<file path="src/design/pto_pkg.sv">
// ----------------------------------------------------------------------------
// pto_pkg: shared types and constants for the price-time order matcher
// Request and result layouts, codes, and the controller/datapath interface.
// ----------------------------------------------------------------------------
package pto_pkg;

   localparam int ORDER_SLOTS = 32;
   localparam int SLOT_IDX_W  = $clog2(ORDER_SLOTS);
   localparam int SUM_W       = 32 + SLOT_IDX_W;

   typedef enum logic [1:0] {
      MODE_ADD    = 2'd0,
      MODE_CANCEL = 2'd1,
      MODE_MODIFY = 2'd2,
      MODE_UNUSED = 2'd3
   } mode_type;

   typedef enum logic [1:0] {
      OT_GTC    = 2'd0,
      OT_FAK    = 2'd1,
      OT_FOK    = 2'd2,
      OT_MARKET = 2'd3
   } order_kind_type;

   typedef enum logic [1:0] {
      STP_NONE        = 2'd0,
      STP_CANCEL_AGG  = 2'd1,
      STP_CANCEL_PAS  = 2'd2,
      STP_CANCEL_BOTH = 2'd3
   } stp_type;

   typedef enum logic [3:0] {
      RK_TRADE     = 4'd0,
      RK_RESTED    = 4'd1,
      RK_DONE      = 4'd2,
      RK_DUPLICATE = 4'd3,
      RK_FOK_REJ   = 4'd4,
      RK_FAK_REJ   = 4'd5,
      RK_CANCELLED = 4'd6,
      RK_UNKNOWN   = 4'd7,
      RK_MODIFIED  = 4'd8,
      RK_STP_STOP  = 4'd9,
      RK_BOOK_FULL = 4'd10
   } result_kind_type;

   typedef struct packed {
      mode_type           mode;
      logic [31:0]        order_id;
      logic [15:0]        trader_id;
      logic               side;
      order_kind_type     order_type;
      stp_type            stp_action;
      logic signed [31:0] price;
      logic [31:0]        quantity;
   } req_type;

   typedef struct packed {
      result_kind_type    result_kind;
      logic [31:0]        aggressor_id;
      logic [31:0]        resting_id;
      logic signed [31:0] aggressor_price;
      logic signed [31:0] resting_price;
      logic [31:0]        trade_quantity;
      logic               last_result;
   } rsp_type;

   typedef enum logic [1:0] {
      SCAN_ID   = 2'd0,
      SCAN_BEST = 2'd1,
      SCAN_SUM  = 2'd2,
      SCAN_FREE = 2'd3
   } scan_type;

   typedef enum logic [2:0] {
      ACT_NONE    = 3'd0,
      ACT_FILL    = 3'd1,
      ACT_REMOVE  = 3'd2,
      ACT_SET_QTY = 3'd3,
      ACT_READD   = 3'd4,
      ACT_REST    = 3'd5
   } action_type;

   typedef enum logic [3:0] {
      ST_IDLE,
      ST_SCAN_ID,
      ST_ID_DONE,
      ST_SCAN_SUM,
      ST_SUM_DONE,
      ST_SCAN_ANY,
      ST_ANY_DONE,
      ST_LOOP,
      ST_SCAN_BEST,
      ST_BEST_DONE,
      ST_END,
      ST_SCAN_FREE,
      ST_FREE_DONE
   } state_type;

   typedef struct packed {
      logic            scan_clear;
      logic            scan_on;
      scan_type        scan_kind;
      logic            emit;
      result_kind_type emit_kind;
      logic            emit_last;
      action_type      action;
   } cmd_type;

   typedef struct packed {
      logic           scan_last;
      logic           out_free;
      logic           hit;
      mode_type       mode;
      order_kind_type otype;
      stp_type        stp;
      logic           stp_hit;
      logic           qty_zero;
      logic           rem_zero;
      logic           sum_short;
      logic           mod_keep;
   } status_type;

endpackage

</file>
<file path="src/design/pto_ctrl.sv">
// ----------------------------------------------------------------------------
// pto_ctrl: request sequencer
// Steps each request through slot scans, match decisions and result issue.
// ----------------------------------------------------------------------------
module pto_ctrl import pto_pkg::*; (
   input  logic       clock,
   input  logic       reset,
   input  logic       req_valid,
   output logic       req_ready,
   input  status_type status,
   output cmd_type    cmd
);

   state_type state_ff, state_in;

   // hold the state
   always_ff @(posedge clock) begin
      if (reset) begin
         state_ff <= ST_IDLE;
      end else begin
         state_ff <= state_in;
      end
   end

   assign req_ready = (state_ff == ST_IDLE);

   // next state and commands
   always_comb begin
      state_in       = state_ff;
      cmd.scan_clear = 1'b0;
      cmd.scan_on    = 1'b0;
      cmd.scan_kind  = SCAN_ID;
      cmd.emit       = 1'b0;
      cmd.emit_kind  = RK_DONE;
      cmd.emit_last  = 1'b1;
      cmd.action     = ACT_NONE;
      case (state_ff)
         ST_IDLE: begin
            if (req_valid) begin
               state_in       = ST_SCAN_ID;
               cmd.scan_clear = 1'b1;
            end
         end
         ST_SCAN_ID: begin
            cmd.scan_on   = 1'b1;
            cmd.scan_kind = SCAN_ID;
            if (status.scan_last) state_in = ST_ID_DONE;
         end
         ST_ID_DONE: begin
            case (status.mode)
               MODE_ADD: begin
                  if (status.hit) begin
                     if (status.out_free) begin
                        cmd.emit      = 1'b1;
                        cmd.emit_kind = RK_DUPLICATE;
                        state_in      = ST_IDLE;
                     end
                  end else if (status.otype == OT_FOK) begin
                     state_in       = ST_SCAN_SUM;
                     cmd.scan_clear = 1'b1;
                  end else if (status.otype == OT_FAK) begin
                     state_in       = ST_SCAN_ANY;
                     cmd.scan_clear = 1'b1;
                  end else begin
                     state_in = ST_LOOP;
                  end
               end
               MODE_CANCEL: begin
                  if (status.out_free) begin
                     cmd.emit = 1'b1;
                     state_in = ST_IDLE;
                     if (status.hit) begin
                        cmd.emit_kind = RK_CANCELLED;
                        cmd.action    = ACT_REMOVE;
                     end else begin
                        cmd.emit_kind = RK_UNKNOWN;
                     end
                  end
               end
               MODE_MODIFY: begin
                  if (status.hit && !status.qty_zero && !status.mod_keep) begin
                     // cancel and add again, keeping stored trader and stp
                     cmd.action = ACT_READD;
                     state_in   = ST_LOOP;
                  end else if (status.out_free) begin
                     cmd.emit = 1'b1;
                     state_in = ST_IDLE;
                     if (!status.hit) begin
                        cmd.emit_kind = RK_UNKNOWN;
                     end else if (status.qty_zero) begin
                        cmd.emit_kind = RK_CANCELLED;
                        cmd.action    = ACT_REMOVE;
                     end else begin
                        cmd.emit_kind = RK_MODIFIED;
                        cmd.action    = ACT_SET_QTY;
                     end
                  end
               end
               default: begin
                  state_in = ST_IDLE;
               end
            endcase
         end
         ST_SCAN_SUM: begin
            cmd.scan_on   = 1'b1;
            cmd.scan_kind = SCAN_SUM;
            if (status.scan_last) state_in = ST_SUM_DONE;
         end
         ST_SUM_DONE: begin
            if (!status.sum_short) begin
               state_in = ST_LOOP;
            end else if (status.out_free) begin
               cmd.emit      = 1'b1;
               cmd.emit_kind = RK_FOK_REJ;
               state_in      = ST_IDLE;
            end
         end
         ST_SCAN_ANY: begin
            cmd.scan_on   = 1'b1;
            cmd.scan_kind = SCAN_BEST;
            if (status.scan_last) state_in = ST_ANY_DONE;
         end
         ST_ANY_DONE: begin
            if (status.hit) begin
               state_in = ST_LOOP;
            end else if (status.out_free) begin
               cmd.emit      = 1'b1;
               cmd.emit_kind = RK_FAK_REJ;
               state_in      = ST_IDLE;
            end
         end
         ST_LOOP: begin
            if (status.rem_zero) begin
               state_in = ST_END;
            end else begin
               state_in       = ST_SCAN_BEST;
               cmd.scan_clear = 1'b1;
            end
         end
         ST_SCAN_BEST: begin
            cmd.scan_on   = 1'b1;
            cmd.scan_kind = SCAN_BEST;
            if (status.scan_last) state_in = ST_BEST_DONE;
         end
         ST_BEST_DONE: begin
            if (!status.hit) begin
               state_in = ST_END;
            end else if (status.out_free) begin
               cmd.emit = 1'b1;
               if (status.stp_hit) begin
                  cmd.emit_kind = RK_STP_STOP;
                  case (status.stp)
                     STP_CANCEL_AGG: begin
                        state_in = ST_IDLE;
                     end
                     STP_CANCEL_BOTH: begin
                        cmd.action = ACT_REMOVE;
                        state_in   = ST_IDLE;
                     end
                     default: begin
                        // cancel passive: drop the resting order and go on
                        cmd.action    = ACT_REMOVE;
                        cmd.emit_last = 1'b0;
                        state_in      = ST_LOOP;
                     end
                  endcase
               end else begin
                  cmd.emit_kind = RK_TRADE;
                  cmd.emit_last = 1'b0;
                  cmd.action    = ACT_FILL;
                  state_in      = ST_LOOP;
               end
            end
         end
         ST_END: begin
            if (status.otype == OT_GTC && !status.rem_zero) begin
               state_in       = ST_SCAN_FREE;
               cmd.scan_clear = 1'b1;
            end else if (status.out_free) begin
               cmd.emit      = 1'b1;
               cmd.emit_kind = RK_DONE;
               state_in      = ST_IDLE;
            end
         end
         ST_SCAN_FREE: begin
            cmd.scan_on   = 1'b1;
            cmd.scan_kind = SCAN_FREE;
            if (status.scan_last) state_in = ST_FREE_DONE;
         end
         ST_FREE_DONE: begin
            if (status.out_free) begin
               cmd.emit = 1'b1;
               state_in = ST_IDLE;
               if (status.hit) begin
                  cmd.emit_kind = RK_RESTED;
                  cmd.action    = ACT_REST;
               end else begin
                  cmd.emit_kind = RK_BOOK_FULL;
               end
            end
         end
         default: begin
            state_in = ST_IDLE;
         end
      endcase
   end

endmodule

</file>
<file path="config.mk">
export PLATFORM = sky130hd
export DESIGN_NAME = pto_ctrl
export DESIGN_NICKNAME = d
export VERILOG_FILES = /design/src/design/pto_pkg.sv /design/src/design/pto_ctrl.sv
export SDC_FILE = /design/constraint.sdc
export NUM_CORES = 1
export LEC_CHECK = 0
export BUFFER_PORTS_ARGS = -buffer_cell sky130_fd_sc_hd__buf_4
export CAP_MARGIN = 5
export CORE_MARGIN = 8
export CORE_UTILIZATION = 36
export DETAILED_ROUTE_END_ITERATION = 12
export PLACE_DENSITY = 0.62
export RECOVER_POWER = 50
export SLEW_MARGIN = 20
export SYNTH_ARGS = -nofsm -noshare
export SYNTH_HDL_FRONTEND = slang
export SYNTH_SLANG_ARGS = --single-unit
</file>
<file path="constraint.sdc">
create_clock -name clock -period 2.85 [get_ports clock]
set_input_delay 0.1425 -clock clock [delete_from_list [all_inputs] [get_ports clock]]
set_output_delay 0.1425 -clock clock [all_outputs]
set_load 0.005 [all_outputs]
</file>
==> impl_metrics.tcl <==
set metrics [dict create \
    cpMaxStageDelayCell "dfxtp_1" \
    relSlewSlack_pct 48.5 \
    top_register "state_ff" \
    met3_usage_pct 2.79 \
    ant_nets 0 \
    crit_fanout 20 \
    reg2reg_to "state_ff[1]$_SDFFE_PP0P_" \
    fin_crit_sh_pct 82.1 \
    worstPathBufferInverterCount 1 \
    grt-busiest-layer "met2" \
    area_delta_synth_final_pct 19.9 \
    path_class "flop to primary output" \
    min_to "state_ff[2]$_SDFFE_PP0P_" \
    dr.pass1.iters 5 \
    cp_num_cells 6 \
    synth-edff-count 0 \
    cts_sinks 4 \
    finalHoldViolCount 0 \
    grt_max_degree 24 \
    overflow 0 \
    placed_cells 215 \
    drive_above_1_share_pct 20.0 \
    io_pins 31 \
    diodes 0 \
    arrival_ns 2.20 \
    rrSetupSlack_ns 0.70 \
    post-cts-setup-buffer-count 0 \
    drt_iter0_drc 77 \
    wirelength_um 3460 \
    place_congestion 0.911 \
    finalMaxSlewViolations 0 \
    drcViolationCount 0 \
    synth_cell_types 50 \
    maxCapViolCount 0 \
    netlist_instances 164 \
    antenna_found_initial 0 \
    status "complete, no violations" \
    period_minus_slack_ns 2.34 \
    cts.clk_slew.worst_paths_ns 0.04 \
    clockBufferDepth 2 \
    total_power_uw 359 \
    r2r_start "state_ff[0]$_SDFFE_PP0P_" \
    place_area_mm2 0.00131 \
    tightestPinTransition_ns 0.771 \
    final_cells 218 \
    hold_depth 2 \
    grt_pass1_vias 1243 \
    yosys_warnings 0 \
    path_cells "nor4b_4 -> nand2b_1 -> o21ai_0 -> a221oi_1 -> nor2b_1 -> buf_4" \
    initial_core_util_pct 37.0 \
    synth_ff_type "dfxtp_1" \
    ys_seq_area_share_pct 7.27 \
    grt_pass1_wl_um 5710 \
    path_delay_family "simple AND/OR/NAND/NOR gates" \
    cts_buffers 3 \
    ctsHoldBuffers 0 \
    cp-start-kind "flop" \
    largest_reg_flops 4 \
    ir_drop_uv 104 \
    worstHoldStart "reset" \
    dieHeight_um 71.3 \
    fmax_mhz 428 \
    postSynthRegisterBits 4 \
    dp_hpwl_um 2680 \
    cts_tree "yes" \
    hold_class "primary input to flop" \
    die_area_mm2 0.00508 \
    coreArea_mm2 0.00298 \
    critPathRequiredTime_ns 2.71 \
    avgRoutedWirePerCell_um 15.9 \
    synth_fp_nets 188 \
    leakagePower_uw 0.000548 \
    cts-resized-gates 0 \
    root_buffer "clkbuf_4" \
    clkLatencyLatePin_ns 0.24 \
    fp.dieW_um 71.3 \
    rsz0062_at_grt "no" \
    avgSynthCellArea_um2 6.71 \
    gr-usage-all-layers_pct 13.3 \
    setup_viol 0 \
    syn_area_mm2 0.00110 \
    nets 211 \
    met1_usage_pct 17.0 \
    routed_via_density 5.96 \
    async_flop_share_pct 0 \
    cp-end-kind "primary output" \
    num_vias 1299 \
    top_regs "state_ff: 4 flops" \
    num_rows 20 \
    htreeDepth 1 \
    cpPeakStageDelay_ns 0.72 \
    clock_skew_ns 0.00171 \
    grt_util_met2_pct 21.7 \
    reg2regPathDepth 7 \
    numPortBuffers 30 \
    fin_hold_ws_ns 0.165 \
    fillers 311 \
    design_area_mm2 0.00132 \
    finalSetupTns_ns 0 \
    powerDensity_mw_per_mm2 272 \
]
-- cell type report --
class,count,area [µm²],share of cell area (%)
clock buffer,3,22.5,1.71
sequential,4,80.1,6.07
multi-input combinational,133,895,67.8
timing repair buffer,30,225,17.1
inverter,15,56.3,4.27
tap,33,41.3,3.13
-- synthesized netlist by cell type (all sizes together) (2+ instances only) --
cell     number  share of area, %
nand4         3               1.7
o21ai         8               3.6
ha            7               8.0
a31oi         2               1.1
and4bb        2               2.3
nand3         9               4.1
nand2        17               6.0
and2          2               1.1
nor4b         2               3.0
nor2b        13               7.6
clkbuf        3               1.0
a211oi        4               3.2
nand2b        8               4.5
o311ai        3               2.4
o22ai         4               2.3
dfxtp         4               7.3
a211o         2               1.6
a221oi        2               1.6
o32ai         3               2.4
inv          15               5.1
a21oi         9               4.1
o2bb2ai       2               1.6
nor3b         2               1.4
o22a          2               1.6
o211ai        2               1.4
nor2          9               3.1
o31ai         2               1.4
buf           9               4.7
-- power breakdown --
group / internal [µW] / switching (µW) / total (µW)
Clock: 47.3 / 25.6 / 72.9
Combinational: 90.1 / 100 / 190
Sequential: 62.1 / 33.7 / 95.8
Total: 199 / 159 / 359
-- cells in the final DEF (no fill, tap or decap), types with 2 or more instances in the layout --
| cell | n |
|---|---|
| ha_1 | 7 |
| nor2b_1 | 13 |
| nand3_1 | 9 |
| nand2_1 | 16 |
| a21oi_1 | 9 |
| dfxtp_1 | 4 |
| nor3b_1 | 2 |
| inv_1 | 15 |
| o2bb2ai_1 | 2 |
| buf_4 | 29 |
| a211o_1 | 2 |
| o31ai_1 | 2 |
| clkbuf_4 | 4 |
| o21ai_0 | 7 |
| nand4_1 | 3 |
| o311ai_0 | 2 |
| o211ai_1 | 2 |
| a31oi_1 | 2 |
| a221oi_1 | 2 |
| and2_1 | 2 |
| a211oi_1 | 4 |
| o22a_1 | 2 |
| nor2_1 | 9 |
| o32ai_1 | 3 |
| o22ai_1 | 4 |
| nand2b_1 | 8 |
-- kinds of logic (layout without fill, tap and decap cells) --
group	after synthesis	in the layout	synth area share (%)
compound gates	54	54	36.0
fa+ha+maj	7	7	7.95
flops	4	4	7.27
simple gates	72	72	38.0
buf+inv	27	48	10.8
-- worst max-delay path by stage --
stage	start	endpoint	slack, ns
after global routing	state_ff[1]$_SDFFE_PP0P_	cmd[4]	0.32
after global placement	state_ff[1]$_SDFFE_PP0P_	cmd[4]	0.78
after detailed placement	state_ff[1]$_SDFFE_PP0P_	cmd[4]	0.75
after CTS	state_ff[1]$_SDFFE_PP0P_	cmd[4]	0.50
after floorplan	status[9]	state_ff[1]$_SDFFE_PP0P_	1.22
final	state_ff[1]$_SDFFE_PP0P_	cmd[4]	0.51
-- through the flow --
step	setup slack, ns	util (%)
after floorplan	1.22	-
after global placement	0.784	43.8
after detailed placement	0.751	43.8
after CTS	0.496	44.6
after global routing	0.320	44.3
final	0.512	44.3
-- per-layer routing --
| layer | wire (µm) | vias up |
|---|---|---|
| met4 | 24 | 0 |
| met2 | 1620 | 61 |
| met5 | 0 | - |
| met3 | 322 | 4 |
| li1 | - | 652 |
| met1 | 1500 | 582 |
(Power assumes the default switching activity.)
